$ cat src/hdl/pss_pkg.sv
// Shared types, register codes and coil tables for the stepper phase sequencer.
package pss_pkg;

  localparam int AXIS_COUNT_DEFAULT = 4;

  localparam int CFG_INDEX_W = 2;
  localparam int CFG_DATA_W  = 4;

  localparam logic [CFG_INDEX_W-1:0] REG_FULL_STEP_MODE  = 2'd0;
  localparam logic [CFG_INDEX_W-1:0] REG_ACTIVE_AXES     = 2'd1;
  localparam logic [CFG_INDEX_W-1:0] REG_FOUR_PIN_AXES   = 2'd2;
  localparam logic [CFG_INDEX_W-1:0] REG_ENABLE_PIN_AXES = 2'd3;

  localparam logic CMD_STEP   = 1'b0;
  localparam logic CMD_ENABLE = 1'b1;

  localparam logic [2:0] HALF_STEP_MASK = 3'h7;
  localparam logic [1:0] FULL_STEP_MASK = 2'h3;

  typedef logic [3:0] pins_t;
  typedef logic [2:0] step_idx_t;

  typedef struct packed {
    logic  full_step_mode;
    logic [3:0] active_axes;
    logic [3:0] four_pin_axes;
    logic [3:0] enable_pin_axes;
  } cfg_t;

  localparam cfg_t CFG_RESET = '{
    full_step_mode:  1'b0,
    active_axes:     4'hf,
    four_pin_axes:   4'hf,
    enable_pin_axes: 4'hf
  };

  typedef struct packed {
    step_idx_t step_index;
    pins_t     coil_levels;
    logic      enable_level;
  } axis_state_t;

  // write strobes for one axis entry
  typedef struct packed {
    logic        index_we;
    logic        coil_we;
    logic        enable_we;
    axis_state_t value;
  } axis_write_t;

  typedef struct packed {
    logic       command;
    logic [1:0] axis_number;
    logic [7:0] step_count;
    logic       direction_up;
    logic       level_on;
    logic       force_phase;
  } cmd_word_t;

  typedef struct packed {
    logic [1:0] out_axis;
    pins_t      phase_pins;
    logic       phase_update;
    logic       enable_pin;
    logic       enable_update;
    logic       enabled_status;
  } rsp_word_t;

  function automatic pins_t half_step_4pin(input logic [2:0] idx);
    pins_t p;
    unique case (idx)
      3'd0: p = 4'd10;
      3'd1: p = 4'd8;
      3'd2: p = 4'd9;
      3'd3: p = 4'd1;
      3'd4: p = 4'd5;
      3'd5: p = 4'd4;
      3'd6: p = 4'd6;
      3'd7: p = 4'd2;
    endcase
    return p;
  endfunction

  function automatic pins_t full_step_4pin(input logic [1:0] idx);
    pins_t p;
    unique case (idx)
      2'd0: p = 4'd10;
      2'd1: p = 4'd9;
      2'd2: p = 4'd5;
      2'd3: p = 4'd6;
    endcase
    return p;
  endfunction

  function automatic pins_t full_step_2pin(input logic [1:0] idx);
    pins_t p;
    unique case (idx)
      2'd0: p = 4'd3;
      2'd1: p = 4'd2;
      2'd2: p = 4'd0;
      2'd3: p = 4'd1;
    endcase
    return p;
  endfunction

  function automatic pins_t phase_pattern(input step_idx_t idx, input logic four_pin,
                                          input logic full_step);
    pins_t p;
    if (!four_pin) begin
      p = full_step_2pin(idx[1:0] & FULL_STEP_MASK);
    end else if (full_step) begin
      p = full_step_4pin(idx[1:0] & FULL_STEP_MASK);
    end else begin
      p = half_step_4pin(idx & HALF_STEP_MASK);
    end
    return p;
  endfunction

endpackage

$ cat src/hdl/pss_cmd_if.sv
// Command channel: valid/ready handshake with the command word fields.
interface pss_cmd_if;
  logic       valid;
  logic       ready;
  logic       command;
  logic [1:0] axis_number;
  logic [7:0] step_count;
  logic       direction_up;
  logic       level_on;
  logic       force_phase;

  modport source (output valid, command, axis_number, step_count, direction_up, level_on,
                  force_phase, input ready);
  modport sink   (input valid, command, axis_number, step_count, direction_up, level_on,
                  force_phase, output ready);
endinterface

$ cat src/hdl/pss_rsp_if.sv
// Result channel: valid/ready handshake with the result word fields.
interface pss_rsp_if;
  logic       valid;
  logic       ready;
  logic [1:0] out_axis;
  logic [3:0] phase_pins;
  logic       phase_update;
  logic       enable_pin;
  logic       enable_update;
  logic       enabled_status;

  modport source (output valid, out_axis, phase_pins, phase_update, enable_pin,
                  enable_update, enabled_status, input ready);
  modport sink   (input valid, out_axis, phase_pins, phase_update, enable_pin,
                  enable_update, enabled_status, output ready);
endinterface

$ cat src/hdl/pss_cfg_regs.sv
// Configuration registers: table mode and the three per-axis wiring masks.
module pss_cfg_regs (
  input  logic                           clk,
  input  logic                           rst,
  input  logic                           cfg_write,
  input  logic [pss_pkg::CFG_INDEX_W-1:0] cfg_index,
  input  logic [pss_pkg::CFG_DATA_W-1:0]  cfg_data,
  output pss_pkg::cfg_t                  cfg
);
  import pss_pkg::*;

  always_ff @(posedge clk) begin
    if (rst) begin
      cfg <= CFG_RESET;
    end else if (cfg_write) begin
      unique case (cfg_index)
        REG_FULL_STEP_MODE:  cfg.full_step_mode  <= cfg_data[0];
        REG_ACTIVE_AXES:     cfg.active_axes     <= cfg_data[3:0];
        REG_FOUR_PIN_AXES:   cfg.four_pin_axes   <= cfg_data[3:0];
        REG_ENABLE_PIN_AXES: cfg.enable_pin_axes <= cfg_data[3:0];
      endcase
    end
  end
endmodule

$ cat src/hdl/pss_axis_bank.sv
// Per-axis state: step index, coil levels and enable level, one entry per axis.
module pss_axis_bank #(
  parameter int AXIS_COUNT = pss_pkg::AXIS_COUNT_DEFAULT
) (
  input  logic                 clk,
  input  logic                 rst,
  input  logic [1:0]           axis,
  input  logic                 update,
  input  pss_pkg::axis_write_t wr,
  output pss_pkg::axis_state_t cur
);
  import pss_pkg::*;

  axis_state_t state [AXIS_COUNT];

  always_comb begin
    cur = '0;
    for (int i = 0; i < AXIS_COUNT; i++) begin
      if (int'(axis) == i) cur = state[i];
    end
  end

  always_ff @(posedge clk) begin
    if (rst) begin
      for (int i = 0; i < AXIS_COUNT; i++) state[i] <= '0;
    end else if (update) begin
      for (int i = 0; i < AXIS_COUNT; i++) begin
        if (int'(axis) == i) begin
          if (wr.index_we)  state[i].step_index   <= wr.value.step_index;
          if (wr.coil_we)   state[i].coil_levels  <= wr.value.coil_levels;
          if (wr.enable_we) state[i].enable_level <= wr.value.enable_level;
        end
      end
    end
  end
endmodule

$ cat src/hdl/pss_step_logic.sv
// Command decode: new index, coil pattern, enable level and status for one word.
module pss_step_logic #(
  parameter int AXIS_COUNT = pss_pkg::AXIS_COUNT_DEFAULT
) (
  input  pss_pkg::cmd_word_t   item,
  input  pss_pkg::cfg_t        cfg,
  input  pss_pkg::axis_state_t cur,
  output pss_pkg::axis_write_t wr,
  output pss_pkg::rsp_word_t   result
);
  import pss_pkg::*;

  logic      in_range;
  logic      active;
  logic      four_pin;
  logic      has_pin;
  step_idx_t new_idx;
  pins_t     pins;
  logic      pupd;
  logic      en_after;
  pins_t     coil_after;

  assign in_range = int'(item.axis_number) < AXIS_COUNT;
  assign active   = in_range && cfg.active_axes[item.axis_number];
  assign four_pin = cfg.four_pin_axes[item.axis_number];
  assign has_pin  = cfg.enable_pin_axes[item.axis_number];
  assign new_idx  = item.direction_up ? cur.step_index + item.step_count[2:0]
                                      : cur.step_index - item.step_count[2:0];

  always_comb begin
    wr       = '0;
    wr.value = cur;
    pins     = '0;
    pupd     = 1'b0;
    result   = '0;

    if (in_range) begin
      unique case (item.command)
        CMD_STEP: begin
          // a zero count is a no-op; inactive axes still track the index
          if (item.step_count != '0) begin
            wr.index_we         = 1'b1;
            wr.value.step_index = new_idx;
            if (active) begin
              pins = phase_pattern(new_idx, four_pin, cfg.full_step_mode);
              pupd = 1'b1;
            end
          end
        end
        CMD_ENABLE: begin
          if (active) begin
            if (has_pin) begin
              wr.enable_we          = 1'b1;
              wr.value.enable_level = item.level_on;
              result.enable_pin     = item.level_on;
              result.enable_update  = 1'b1;
            end else if (four_pin) begin
              // no enable pin: off clears coils, forced on re-applies phase
              if (!item.level_on) begin
                pupd = 1'b1;
              end else if (item.force_phase) begin
                pins = phase_pattern(cur.step_index, four_pin, cfg.full_step_mode);
                pupd = 1'b1;
              end
            end
          end
        end
      endcase
    end

    if (pupd) begin
      wr.coil_we           = 1'b1;
      wr.value.coil_levels = pins;
    end

    en_after   = wr.enable_we ? item.level_on : cur.enable_level;
    coil_after = pupd ? pins : cur.coil_levels;

    result.out_axis       = item.axis_number;
    result.phase_pins     = pins;
    result.phase_update   = pupd;
    result.enabled_status = active && (has_pin ? en_after
                                               : (!four_pin || (coil_after != '0)));
  end
endmodule

$ cat src/hdl/stepper_phase_sequencer.sv
// Stepper phase sequencer: command channel in, one result word out per command.
//
// Usage:
//   cmd  : valid/ready channel; each word addresses one axis and is a step
//          command (move the step index by a count) or an enable command.
//   rsp  : valid/ready channel; one word per command with the coil pins and
//          enable pin written and the enable status of the axis afterwards.
//   cfg_write/cfg_index/cfg_data : register writes, taken on any clock edge;
//          write only while no command is in flight.
// Timing: a command is registered on acceptance; its result is registered as
//   it advances, which waits while rsp is held off. Axis state is updated at
//   that same edge, so while rsp is not held off a command may be accepted
//   every cycle and each sees the state left by the one before.
// Stall: when rsp is held off, the finished word waits in the output register
//   and one more command is still taken into the input register; cmd.ready
//   drops only when both are full.
// Reset (rst, synchronous): both channels empty, all step indexes, coil
//   levels and enable levels cleared, half-step mode, all axes active,
//   four-pin and with enable pin.
module stepper_phase_sequencer #(
  parameter int AXIS_COUNT = pss_pkg::AXIS_COUNT_DEFAULT
) (
  input  logic                            clk,
  input  logic                            rst,
  pss_cmd_if.sink                         cmd,
  pss_rsp_if.source                       rsp,
  input  logic                            cfg_write,
  input  logic [pss_pkg::CFG_INDEX_W-1:0] cfg_index,
  input  logic [pss_pkg::CFG_DATA_W-1:0]  cfg_data
);
  import pss_pkg::*;

  cfg_t        cfg;
  logic        held_valid;
  cmd_word_t   held;
  logic        advance;
  axis_state_t cur;
  axis_write_t wr;
  rsp_word_t   result_next;
  logic        rsp_valid;
  rsp_word_t   result;

  assign advance   = held_valid && (!rsp_valid || rsp.ready);
  assign cmd.ready = !held_valid || advance;

  pss_cfg_regs u_cfg (
    .clk       (clk),
    .rst       (rst),
    .cfg_write (cfg_write),
    .cfg_index (cfg_index),
    .cfg_data  (cfg_data),
    .cfg       (cfg)
  );

  always_ff @(posedge clk) begin
    if (rst) begin
      held_valid <= 1'b0;
    end else if (cmd.ready) begin
      held_valid <= cmd.valid;
    end
  end

  always_ff @(posedge clk) begin
    if (cmd.valid && cmd.ready) begin
      held.command      <= cmd.command;
      held.axis_number  <= cmd.axis_number;
      held.step_count   <= cmd.step_count;
      held.direction_up <= cmd.direction_up;
      held.level_on     <= cmd.level_on;
      held.force_phase  <= cmd.force_phase;
    end
  end

  pss_axis_bank #(.AXIS_COUNT(AXIS_COUNT)) u_bank (
    .clk    (clk),
    .rst    (rst),
    .axis   (held.axis_number),
    .update (advance),
    .wr     (wr),
    .cur    (cur)
  );

  pss_step_logic #(.AXIS_COUNT(AXIS_COUNT)) u_logic (
    .item   (held),
    .cfg    (cfg),
    .cur    (cur),
    .wr     (wr),
    .result (result_next)
  );

  always_ff @(posedge clk) begin
    if (rst) begin
      rsp_valid <= 1'b0;
    end else if (advance) begin
      rsp_valid <= 1'b1;
    end else if (rsp.ready) begin
      rsp_valid <= 1'b0;
    end
  end

  always_ff @(posedge clk) begin
    if (advance) result <= result_next;
  end

  assign rsp.valid          = rsp_valid;
  assign rsp.out_axis       = result.out_axis;
  assign rsp.phase_pins     = result.phase_pins;
  assign rsp.phase_update   = result.phase_update;
  assign rsp.enable_pin     = result.enable_pin;
  assign rsp.enable_update  = result.enable_update;
  assign rsp.enabled_status = result.enabled_status;
endmodule

$ cat src/flat_wrapper.sv
// flat-port wrapper written by rule: the top's interface ports become plain ports
module stepper_phase_sequencer_flat import pss_pkg::*;
#(
  parameter int AXIS_COUNT = pss_pkg::AXIS_COUNT_DEFAULT
)
  (clk, rst, cfg_write, cfg_index, cfg_data, cmd_valid, cmd_command, cmd_axis_number, cmd_step_count, cmd_direction_up, cmd_level_on, cmd_force_phase, cmd_ready, rsp_valid, rsp_out_axis, rsp_phase_pins, rsp_phase_update, rsp_enable_pin, rsp_enable_update, rsp_enabled_status, rsp_ready);
  pss_cmd_if cmd_i ();
  pss_rsp_if rsp_i ();
  input  logic clk;
  input  logic rst;
  input  logic cfg_write;
  input  logic [pss_pkg::CFG_INDEX_W-1:0] cfg_index;
  input  logic [pss_pkg::CFG_DATA_W-1:0] cfg_data;
  input wire logic [$bits(cmd_i.valid)-1:0] cmd_valid;
  input wire logic [$bits(cmd_i.command)-1:0] cmd_command;
  input wire logic [$bits(cmd_i.axis_number)-1:0] cmd_axis_number;
  input wire logic [$bits(cmd_i.step_count)-1:0] cmd_step_count;
  input wire logic [$bits(cmd_i.direction_up)-1:0] cmd_direction_up;
  input wire logic [$bits(cmd_i.level_on)-1:0] cmd_level_on;
  input wire logic [$bits(cmd_i.force_phase)-1:0] cmd_force_phase;
  output wire logic [$bits(cmd_i.ready)-1:0] cmd_ready;
  output wire logic [$bits(rsp_i.valid)-1:0] rsp_valid;
  output wire logic [$bits(rsp_i.out_axis)-1:0] rsp_out_axis;
  output wire logic [$bits(rsp_i.phase_pins)-1:0] rsp_phase_pins;
  output wire logic [$bits(rsp_i.phase_update)-1:0] rsp_phase_update;
  output wire logic [$bits(rsp_i.enable_pin)-1:0] rsp_enable_pin;
  output wire logic [$bits(rsp_i.enable_update)-1:0] rsp_enable_update;
  output wire logic [$bits(rsp_i.enabled_status)-1:0] rsp_enabled_status;
  input wire logic [$bits(rsp_i.ready)-1:0] rsp_ready;
  assign cmd_i.valid = cmd_valid;
  assign cmd_i.command = cmd_command;
  assign cmd_i.axis_number = cmd_axis_number;
  assign cmd_i.step_count = cmd_step_count;
  assign cmd_i.direction_up = cmd_direction_up;
  assign cmd_i.level_on = cmd_level_on;
  assign cmd_i.force_phase = cmd_force_phase;
  assign cmd_ready = cmd_i.ready;
  assign rsp_valid = rsp_i.valid;
  assign rsp_out_axis = rsp_i.out_axis;
  assign rsp_phase_pins = rsp_i.phase_pins;
  assign rsp_phase_update = rsp_i.phase_update;
  assign rsp_enable_pin = rsp_i.enable_pin;
  assign rsp_enable_update = rsp_i.enable_update;
  assign rsp_enabled_status = rsp_i.enabled_status;
  assign rsp_i.ready = rsp_ready;
  stepper_phase_sequencer #(.AXIS_COUNT(AXIS_COUNT)) u_core (.clk(clk), .rst(rst), .cmd(cmd_i), .rsp(rsp_i), .cfg_write(cfg_write), .cfg_index(cfg_index), .cfg_data(cfg_data));
endmodule
$ cat config.mk
export PLATFORM = sky130hd
export DESIGN_NAME = stepper_phase_sequencer_flat
export DESIGN_NICKNAME = d
export VERILOG_FILES = /design/src/hdl/pss_pkg.sv /design/src/hdl/pss_cmd_if.sv /design/src/hdl/pss_rsp_if.sv /design/src/hdl/pss_cfg_regs.sv /design/src/hdl/pss_axis_bank.sv /design/src/hdl/pss_step_logic.sv /design/src/hdl/stepper_phase_sequencer.sv /design/src/flat_wrapper.sv
export SDC_FILE = /design/constraint.sdc
export NUM_CORES = 1
export LEC_CHECK = 0
export BUFFER_PORTS_ARGS = -buffer_cell sky130_fd_sc_hd__clkbuf_2
export CELL_PAD_IN_SITES_DETAIL_PLACEMENT = 1
export CELL_PAD_IN_SITES_GLOBAL_PLACEMENT = 2
export CORE_ASPECT_RATIO = 0.5
export CORE_MARGIN = 2
export CORE_UTILIZATION = 43
export DETAILED_ROUTE_END_ITERATION = 6
export GPL_TIMING_DRIVEN = 0
export PLACE_DENSITY_LB_ADDON = 0.1
export SYNTH_ARGS = -nofsm -noshare
export SYNTH_HDL_FRONTEND = slang
export SYNTH_SLANG_ARGS = --single-unit
$ cat constraint.sdc
create_clock -name clk -period 7.05 [get_ports clk]
set_input_delay 1.7625 -clock clk [delete_from_list [all_inputs] [get_ports clk]]
set_output_delay 1.7625 -clock clk [all_outputs]
set_load 0.03 [all_outputs]
==> summary.txt, run 1 <==
Worst setup path
  – Most frequent CP cell: nor2b_1
  – Cell breakdown of the critical path: clkbuf_2, nor2b_1, nor2b_1, or3b_2, clkbuf_1, o21bai_1
  – Critical path required time: 7020 ps
  – Reg2reg setup slack: 2900 ps
  – Reg2reg start: u_core.held[12]
  – Slowest CP cell: nor2b_1
  – Crit-path max FO: 14
  – R2R Path End: u_core.rsp.enabled_status
  – Worst path max stage delay: 1030 ps
  – WP buf/inv: 2
  – Critical Path Start Type: input pin
  – Data arrival time of the critical path: roughly 4300 ps
  – Crit Path Class: input pin to register
  – R2r worst-path depth: 11
  – Crit end category: register
  – Crit path max-delay family: simple AND/OR/NAND/NOR gates

Routing
  – Initial DRC Count: between 150 and 200
  – Drt first pass iters: 4
  – Residual DRC: 0
  – Post-DRT Antenna Nets: 0
  – Routed wire per std cell: 19.9 µm
  – Vias per cell: 5.46
  – Total wire length: 8680 µm
  – Via count: 2,386

Synth
  – Number of flops mapped to enable cells by yosys: 56
  – Seq cells post-synth: 71
  – Mapped Cells: 274
  – Ys flop type: edfxtp_1
  – Mapped Area: 0.00351 mm²
  – Sequential fraction of the synthesis area: 0.565
  – Synth unique cells: 46
  – Yosys warns: 0
  – Post-synth net total: 307
  – Syn Area/Cell: 12.8 µm²
  – Async set-reset flop share out of synthesis: 0

Pwr
  – Peak VDD IR: between 100 and 150 µV
  – Power Density: 258 mW/mm²
  – Leak pwr: 1.53 nW

Global route
  – Total grt overflow: 0
  – First-pass GRT wire length: 13,100 µm
  – Largest net degree at the start of global routing: 15
  – Initial antenna violation count: 0
  – GRT Util Overall: 0.201
  – Vias in the first global route: 2,358

CTS
  – Worst-Skew Late Latency: 320 ps
  – Cts hold-fix bufs: 0
  – H-tree lvl count: 3
  – TritonCTS Buffers: 9
  – Max clock buf depth: 2
  – CTS tree: built
  – Post-CTS setup repair buffer count: 0
  – Clock Sink Count: just over 70
  – Clock root buffer: clkbuf_16
  – Post_cts resized: 0
  – Reg clk slew, reported paths: approximately 60 ps

Floorplanning
  – FP Rows: 23
  – I/O pins: 37
  – Core Area: 0.00797 mm²
  – Initial Util: 0.440
  – Die Area: just under 0.009 mm²
  – Vert. Die Dim: 67.9 µm
  – Chip Width: 132 µm

Finish
  – Fin area: 0.00408 mm²
  – Fin nets: 354
  – Fillers: 849
  – Share of cells above drive strength 1: 0.252
  – ANT cells: 0
  – Most common cell after layout, fill and taps aside: edfxtp_1
  – Area growth syn-to-layout: 16.4%
  – Most frequent cells in the layout: edfxtp_1 (56), nor2_1 (37), clkbuf_2 (36), inv_1 (17), dfxtp_1 (15)

STA
  – Fin crit period: between 4000 and 5000 ps
  – Finish-stage setup viols: 0
  – RSZ-0062 raised after global routing: no
  – Slew headroom: 0.0979
  – Slew @ Worst Pin: between 1000 and 1500 ps
  – Period Utilization, post-route: 0.608
  – Fin. max-slew vios: 0
  – Clk_skew: 5.59 ps
  – Setup TNS: 0 ps
  – Hold Fails Final Rpt: 0
  – Fmax: 233 MHz

Min path
  – Hold path start: u_core.u_cfg.cfg[0]
  – Worst hold path type: register to register
  – Hold Path Stages: 1
  – Min-Delay Endpoint: u_core.u_cfg.cfg[0]

Place
  – Final estimated routing congestion in global placement: between 0.7 and 0.8
  – Hpwl dp: around 6400 µm
  – Area after DPL: between 0.003 and 0.004 mm²
  – Number of port buffers: 36

Run
  – Max-cap violations: 0

Outcome
  – Status: completed
[cell type report]
cell class              count  area [µm²]  share of cell area
multi-input cells         171        1390               0.341
flip-flops and latches     71        1980               0.485
clock buffers              10         229              0.0561
well taps                 112         140              0.0343
repair buffers             36         180              0.0441
plain buffers              15        67.6              0.0165
inverters                  17        63.8              0.0156
clock inverters             5        26.3             0.00644
[per-layer routing]
| metal | global-route usage | part of all wire |
|---|---|---|
| met5 | 0 | 0 |
| met3 | 0.0556 | 0.053 |
| met2 | 0.320 | 0.46 |
| met4 | 0.0530 | 0.0062 |
| met1 | 0.275 | 0.48 |
[cell families (layout without fill, tap and decap cells)]
| logic type | count (synthesis) | after routing | synth area share |
|---|---|---|---|
| fa+ha+maj | 8 | 8 | 0.0307 |
| xor+xnor | 2 | 2 | 0.00928 |
| compound gates | 49 | 49 | 0.113 |
| mux | 17 | 17 | 0.0895 |
| buf+inv | 32 | 83 | 0.0375 |
| simple gates | 95 | 95 | 0.155 |
| flops | 71 | 71 | 0.565 |
[registers in the layout, summed over array words and instances (netlist names), 2 cells and up]
| name | flops |
|---|---|
| u_core.held | 14 |
| u_core.rsp.out_axis | 2 |
| u_core.rsp.phase_pins | 4 |
| u_core.u_bank.state | 32 |
| u_core.u_cfg.cfg | 13 |
[power by group]
group	switching, mW	total [mW]	internal [mW]	leakage (nW)
registers	0.00907	0.485	0.476	0.686
clock network	0.169	0.402	0.233	0.127
logic	0.104	0.165	0.0608	0.712
total	0.282	1.05	0.770	1.53
[synth_stat cells (2+ instances only)]
| cell type | count | area [µm²] |
|---|---|---|
| edfxtp_1 | 56 | 1680 |
| nor2_1 | 37 | 139 |
| inv_1 | 17 | 63.8 |
| dfxtp_1 | 15 | 300 |
| a211o_1 | 13 | 114 |
| o21bai_1 | 12 | 90.1 |
| clkbuf_1 | 10 | 37.5 |
| mux4_2 | 10 | 225 |
| nand2_1 | 8 | 30.0 |
| nor4_1 | 8 | 50.1 |
| nor4_2 | 8 | 100 |
| ha_1 | 7 | 87.6 |
| nor2b_1 | 7 | 43.8 |
| or3_1 | 6 | 37.5 |
| mux2i_1 | 4 | 40.0 |
| nand3b_1 | 4 | 30.0 |
| o211ai_1 | 4 | 30.0 |
| o21ai_0 | 4 | 20.0 |
| a21oi_1 | 3 | 15.0 |
| and2_1 | 3 | 18.8 |
| buf_2 | 3 | 15.0 |
| nand2b_1 | 3 | 18.8 |
| nand3_1 | 3 | 15.0 |
| a21oi_2 | 2 | 17.5 |
| and3_1 | 2 | 12.5 |
| mux2_2 | 2 | 22.5 |
| o211a_1 | 2 | 20.0 |
| o211ai_2 | 2 | 25.0 |
| o21ai_1 | 2 | 10.0 |
[through the flow]
| stage | worst slack, ps | hold WS, ps | power [mW] | util | cells |
|---|---|---|---|---|---|
| final | 2760 | 463 | 1.05 | 0.512 | 437 |
| after global routing | 2670 | 486 | 1.09 | 0.512 | 437 |
| after CTS | 2790 | 465 | 1.06 | 0.512 | 437 |
| after detailed placement | 2440 | 452 | 0.659 | 0.480 | 422 |
| after global placement | 2560 | 437 | 0.652 | 0.480 | 422 |
| after floorplan | 3100 | 427 | 0.607 | - | 274 |
[worst max path at each step]
stage / start / endpoint / slack (ps) / cells after the start
6_report: rsp_ready / u_core.u_bank.state[0][4] / 2760 / 6
5_1_grt: rsp_ready / u_core.u_bank.state[0][4] / 2670 / 6
4_1_cts: rsp_ready / u_core.u_bank.state[0][4] / 2790 / 6
3_5_place_dp: rsp_ready / u_core.u_bank.state[0][4] / 2440 / 6
3_3_place_gp: rsp_ready / u_core.u_bank.state[0][4] / 2560 / 6
2_1_floorplan: rsp_ready / cmd_ready / 3100 / 2
[worst reg2reg max path, stage by stage (launching register included)]
cell	delay [ps]
edfxtp_1	590
clkbuf_1	470
mux4_2	450
ha_1	220
inv_1	70
fa_1	540
ha_1	280
or3_1	410
o211ai_1	140
o211ai_2	160
a21oi_2	390
a41oi_2	160
(Power assumes the default switching activity.)
==> run 2: changes to the inputs <==
--- a/config.mk
+++ b/config.mk
@@ -10,7 +10,7 @@
 export CELL_PAD_IN_SITES_GLOBAL_PLACEMENT = 2
 export CORE_ASPECT_RATIO = 0.5
 export CORE_MARGIN = 2
-export CORE_UTILIZATION = 43
+export CORE_UTILIZATION = 36
 export DETAILED_ROUTE_END_ITERATION = 6
 export GPL_TIMING_DRIVEN = 0
 export PLACE_DENSITY_LB_ADDON = 0.1
==> constraint.sdc (replaced) <==
create_clock -name clk -period 3.75 [get_ports clk]
set_input_delay 0.9375 -clock clk [delete_from_list [all_inputs] [get_ports clk]]
set_output_delay 0.9375 -clock clk [all_outputs]
set_load 0.03 [all_outputs]
==> summary.txt, run 2 (synthesis gave the netlist of run 1 again) <==
Floorplanning
  – I/O pins: 37 (unchanged)
  – Vert. Die Dim: 73.8 µm (+8.7%)
  – Chip Width: 144 µm (+9.0%)
  – Initial Util: 0.371 (-0.0687)
  – Core Area: 0.00945 mm² (+19%)
  – Die Area: 0.0106 mm² (+19%)
  – FP Rows: 25 (+8.7%)

Finish
  – Area growth syn-to-layout: 20.3%
  – Post-Layout Cell Count: 462 (+5.7%)
  – Most common cell after layout, fill and taps aside: edfxtp_1
  – Share of cells above drive strength 1: 0.278 (+0.0260)
  – ANT cells: 0 (unchanged)
  – Fin nets: 355 (+0.28%)
  – Largest reg by FF count: u_core.u_bank.state
  – Most frequent cells in the layout: edfxtp_1 (56), clkbuf_2 (37), nor2_1 (37), inv_1 (17), dfxtp_1 (15)
  – Largest registers: u_core.u_bank.state x32, u_core.held x14, u_core.u_cfg.cfg x13
  – Largest register FFs: 32 (unchanged)

Worst setup path
  – Critical path required time: 3800 ps (-3220 ps)
  – Crit Path Class: register to register
  – Data arrival time of the critical path: 3610 ps (-640 ps)
  – Critical Path Start Type: register
  – Crit-path max FO: 15 (+1)
  – Reg2reg setup slack: 190 ps (-2710 ps)
  – Crit end category: register

CTS
  – Clock root buffer: clkbuf_16
  – Max clock buf depth: 2 (unchanged)
  – H-tree lvl count: 3 (unchanged)
  – Worst-Skew Late Latency: 330 ps (about the same)
  – Clock Sink Count: 71 (unchanged)
  – Reg clk slew, reported paths: 60 ps (about the same)
  – Cts hold-fix bufs: 0 (unchanged)
  – TritonCTS Buffers: 9 (unchanged)
  – CTS tree: built

STA
  – Slew headroom: 0.461 (+0.363)
  – WHS: 462 ps (-1.24 ps)
  – Setup TNS: 0 ps (unchanged)
  – Slew @ Worst Pin: 805 ps (-545 ps)
  – Fin crit period: between 3000 and 4000 ps
  – RSZ-0062 raised after global routing: no
  – Hold Fails Final Rpt: 0 (unchanged)
  – Finish-stage setup viols: 0 (unchanged)
  – Fmax: 281 MHz
  – Period Utilization, post-route: 0.950
  – Clk_skew: 10.9 ps (+5.32 ps)
  – Fin. max-slew vios: 0 (unchanged)

Global route
  – Largest net degree at the start of global routing: 16 (+1)
  – Vias in the first global route: 2,569 (+8.9%)
  – GRT Util Overall: 0.179 (-0.0211)
  – First-pass GRT wire length: 13,800 µm (+5.7%)
  – Initial antenna violation count: 0 (unchanged)
  – Total grt overflow: 0 (unchanged)

Routing
  – Met2 routed WL: 4100 µm (+2.3%)
  – Initial DRC Count: 201 (+2.0%)
  – Residual DRC: 0 (unchanged)
  – DR WL met3: 495 µm (+6.7%)
  – Routed metal-1 wire length: 4170 µm (+0.17%)
  – Post-DRT Antenna Nets: 0 (unchanged)
  – Top Metal Used: met4
  – Via count: 2,388 (+0.084%)
  – Routed wire per std cell: 19.0 µm (-4.2%)
  – Vias per cell: 5.17 (-5.3%)
  – Drt first pass iters: 4 (unchanged)
  – Total wire length: 8790 µm (+1.3%)

Pwr
  – Power Density: 509 mW/mm² (+97%)
  – Leak pwr: 1.57 nW (+3.0%)
  – Peak VDD IR: 189 µV (+51%)

Place
  – Final estimated routing congestion in global placement: 0.760 (-4.8%)
  – Number of port buffers: 36 (unchanged)
  – Placed Instances: 445 (+5.5%)
  – Hpwl dp: 6630 µm (+3.9%)

Run
  – Max-cap violations: 0 (unchanged)

Min path
  – Worst hold path type: register to register

Outcome
  – Status: completed
run 2: power breakdown:
group | internal [mW] | leakage (nW) | switching (mW) | total (mW)
Clock | 0.583 | 0.156 | 0.319 | 0.901
Sequential | 0.895 | 0.686 | 0.0158 | 0.911
Combinational | 0.129 | 0.729 | 0.205 | 0.334
Total | 1.61 | 1.57 | 0.540 | 2.15
run 2: area by class of cell:
type / instances / area (µm²)
well taps: 135 / 169
inverters: 17 / 63.8
repair buffers: 38 / 208
fillers: 1031 / 5230
clock buffers: 9 / 225
flip-flops and latches: 71 / 1980
plain buffers: 14 / 67.6
multi-input cells: 171 / 1410
clock inverters: 7 / 95.1
run 2: worst paths after layout:
kind	cells past startpoint	end	startpoint
max	12	u_core.u_bank.state[1][2]	u_core.held[11]
min reg2reg	1	u_core.u_cfg.cfg[8]	u_core.u_cfg.cfg[8]
min	1	u_core.u_cfg.cfg[8]	u_core.u_cfg.cfg[8]
max reg2reg	12	u_core.u_bank.state[1][2]	u_core.held[11]
run 2: per-layer routing:
layer	up-vias	GRT usage
met2	52	0.286
met3	4	0.0489
met5	-	0
met1	1197	0.246
li1	1135	-
met4	0	0.0425
run 2: per-stage QoR:
stage	util	setup WS [ps]	power (mW)	cell area [µm²]
finish	0.447	188	2.15	4220
global route	0.447	21.3	2.23	4220
CTS	0.445	43.1	2.17	4210
detailed placement	0.408	-372	1.24	3860
global placement	0.408	-325	1.23	3860
floorplan	-	226	1.14	3510
run 2: critical path: stages (launching register included):
cell,delay (ps)
edfxtp_1,380
buf_8,210
mux4_2,580
ha_1,220
inv_1,70
fa_2,510
ha_1,260
or3_1,390
o211ai_1,120
o211ai_2,170
a21oi_4,190
buf_12,140
nor4_2,30
run 2: what timing repair did:
| item | 4_1_cts | 5_1_grt |
|---|---|---|
| endpoints found under the setup margin | 17 | 9 |
| setup buffers | 2 | 0 |
| hold endpoints to repair | 0 | 0 |
| resized for setup | 2 | 3 |
==> run 3: changes to the inputs <==
--- a/config.mk
+++ b/config.mk
@@ -11,8 +11,10 @@
 export CORE_ASPECT_RATIO = 0.5
 export CORE_MARGIN = 2
 export CORE_UTILIZATION = 36
+export CTS_BUF_LIST = sky130_fd_sc_hd__clkbuf_8 sky130_fd_sc_hd__clkbuf_16
 export DETAILED_ROUTE_END_ITERATION = 6
-export GPL_TIMING_DRIVEN = 0
+export GPL_ROUTABILITY_DRIVEN = 0
+export GPL_TIMING_DRIVEN = 1
 export PLACE_DENSITY_LB_ADDON = 0.1
 export SYNTH_ARGS = -nofsm -noshare
 export SYNTH_HDL_FRONTEND = slang
==> summary.txt, run 3 (synthesis gave the netlist of run 1 again) <==
Routing
  – Post-DRT Antenna Nets: 0 (unchanged)
  – Routed wire per std cell: 19.1 µm (+0.19%)
  – Residual DRC: 0 (unchanged)
  – Drt first pass iters: 4 (unchanged)
  – Total wire length: 8640 µm (-1.8%)
  – Vias per cell: 5.23 (+1.3%)
  – Initial DRC Count: 147 (-27%)
  – Via count: 2,371 (-0.71%)

Global route
  – First-pass GRT wire length: 13,500 µm (-2.6%)
  – Vias in the first global route: 2,488 (-3.2%)
  – Total grt overflow: 0 (unchanged)
  – Largest net degree at the start of global routing: 48 (+32)
  – GRT Util Overall: 0.176 (-0.00364)
  – Initial antenna violation count: 0 (unchanged)

Finish
  – Final core occ: 0.439 (-0.00782)
  – Largest registers: u_core.u_bank.state x32, u_core.held x14, u_core.u_cfg.cfg x13
  – ANT cells: 0 (unchanged)
  – Multi-input combinational cell area: 0.00139 mm² (-1.2%)
  – Fillers: 1,011 (-1.9%)
  – Fin nets: 346 (-2.5%)
  – Share of cells above drive strength 1: 0.267 (-0.0110)
  – Most common cell after layout, fill and taps aside: edfxtp_1
  – Largest register FFs: 32 (unchanged)
  – Most frequent cells in the layout: edfxtp_1 (56), nor2_1 (37), clkbuf_2 (36), inv_1 (19), dfxtp_1 (15)
  – Largest reg by FF count: u_core.u_bank.state
  – Reg area: 0.00198 mm² (unchanged)
  – Area growth syn-to-layout: 18.2%

CTS
  – CTS tree: built
  – Reg clk slew, reported paths: 50 ps (about the same)
  – Post-CTS setup repair buffer count: 0 (-2)
  – H-tree lvl count: 3 (unchanged)
  – Max clock buf depth: 2 (unchanged)
  – Clock root buffer: clkbuf_16
  – Worst-Skew Late Latency: 330 ps (about the same)
  – Cts hold-fix bufs: 0 (unchanged)
  – TritonCTS Buffers: 9 (unchanged)
  – Clock Sink Count: 71 (unchanged)
  – Post_cts resized: 0 (-2)

Worst setup path
  – Most frequent CP cell: ha_1
  – Slowest CP cell: mux4_2
  – Worst path max stage delay: 580 ps (about the same)
  – Cell breakdown of the critical path: mux4_2, ha_1, inv_1, fa_1, ha_1, or3_1, o211ai_1, o211ai_2, a21oi_2, a41oi_2
  – WP buf/inv: 1 (-2)
  – Crit end category: register
  – Data arrival time of the critical path: 3590 ps (-20 ps)
  – Crit-path max FO: 7 (-8)
  – Crit path max-delay family: adder cells
  – Critical Path Start Type: register
  – Crit Path Class: register to register
  – Critical path required time: 3800 ps (about the same)

STA
  – Hold Fails Final Rpt: 0 (unchanged)
  – WHS: 458 ps (-3.92 ps)
  – Fmax: 283 MHz (+0.86%)
  – Fin crit period: 3530 ps (-30.5 ps)
  – Fin. max-slew vios: 0 (unchanged)
  – Period Utilization, post-route: 0.942 (-0.00814)
  – RSZ-0062 raised after global routing: no
  – Finish-stage setup viols: 0 (unchanged)
  – Clk_skew: 4.12 ps (-6.79 ps)
  – Slew @ Worst Pin: 1040 ps (+235 ps)
  – Slew headroom: 0.307 (-0.154)
  – Setup TNS: 0 ps (unchanged)

Outcome
  – Status: completed

Pwr
  – Clock group share of total power: 0.418 (-0.002)
  – Power Total: 2.09 mW (-2.5%)
  – P_int: 1.58 mW (-1.6%)
  – Sw frac: 0.245 (-0.00695)
  – Power Density: 505 mW/mm² (-0.74%)
  – Peak VDD IR: 204 µV (+8.1%)
  – P_sw: 512 µW (-5.2%)
  – Leak pwr: 1.56 nW (-0.84%)
  – Combinational share of power: 0.145 (-0.011)
  – Reg power frac: 0.436 (+0.012)

Place
  – Hpwl dp: 6310 µm (-4.7%)
  – Number of port buffers: 36 (unchanged)

Run
  – Max-cap violations: 0 (unchanged)

Floorplanning
  – Initial Util: 0.371 (unchanged)
  – Die Area: 0.0106 mm² (unchanged)
  – I/O pins: 37 (unchanged)
  – FP Rows: 25 (unchanged)
  – Chip Width: 144 µm (unchanged)
  – Core Area: 0.00945 mm² (unchanged)
  – Vert. Die Dim: 73.8 µm (unchanged)

Min path
  – Worst hold path type: register to register
## run 3: cell count changes in the layout (fill, tap and decap cells not counted), sizes merged
cell / before / now
inv: 18 / 19
clkinvlp: 1 / 0
buf: 6 / 7
clkbuf: 55 / 45
## run 3: metrics by stage
step	setup slack, ps	area [µm²]	cells
floorplan	226	3510	274
global placement	331	3840	437
detailed placement	187	3840	437
CTS	182	4150	453
global route	22.6	4150	453
finish	219	4150	453
## run 3: power by group through the flow
stage          combinational, mW  clock, mW  sequential, mW
6_report                   0.304      0.876           0.913
5_1_grt                    0.336      0.930           0.917
4_1_cts                    0.309      0.896           0.913
3_5_place_dp               0.307          0           0.930
3_3_place_gp               0.301          0           0.927
2_1_floorplan              0.204          0           0.938
## run 3: layout make-up
type	instances	share of cell area
clock buffer	9	0.0543
clock inverter	7	0.0193
inverter	17	0.0154
multi-input combinational	171	0.336
sequential	71	0.478
tap	135	0.0407
timing repair buffer	43	0.0561
## run 3: routing by layer
layer / GRT usage / share of wire / vias up
met4: 0.0490 / 0.0028 / 0
met5: 0 / 0 / -
met3: 0.0495 / 0.049 / 2
li1: - / - / 1108
met1: 0.238 / 0.48 / 1210
met2: 0.279 / 0.47 / 51
## run 3: final timing paths
path / from / to / slack, ps / cells after the start
setup reg to reg: u_core.held[11] / u_core.rsp.enabled_status / 220 / 10
setup / recovery: u_core.held[11] / u_core.rsp.enabled_status / 220 / 10
hold / removal: u_core.u_cfg.cfg[9] / u_core.u_cfg.cfg[9] / 460 / 1
hold reg to reg: u_core.u_cfg.cfg[9] / u_core.u_cfg.cfg[9] / 460 / 1
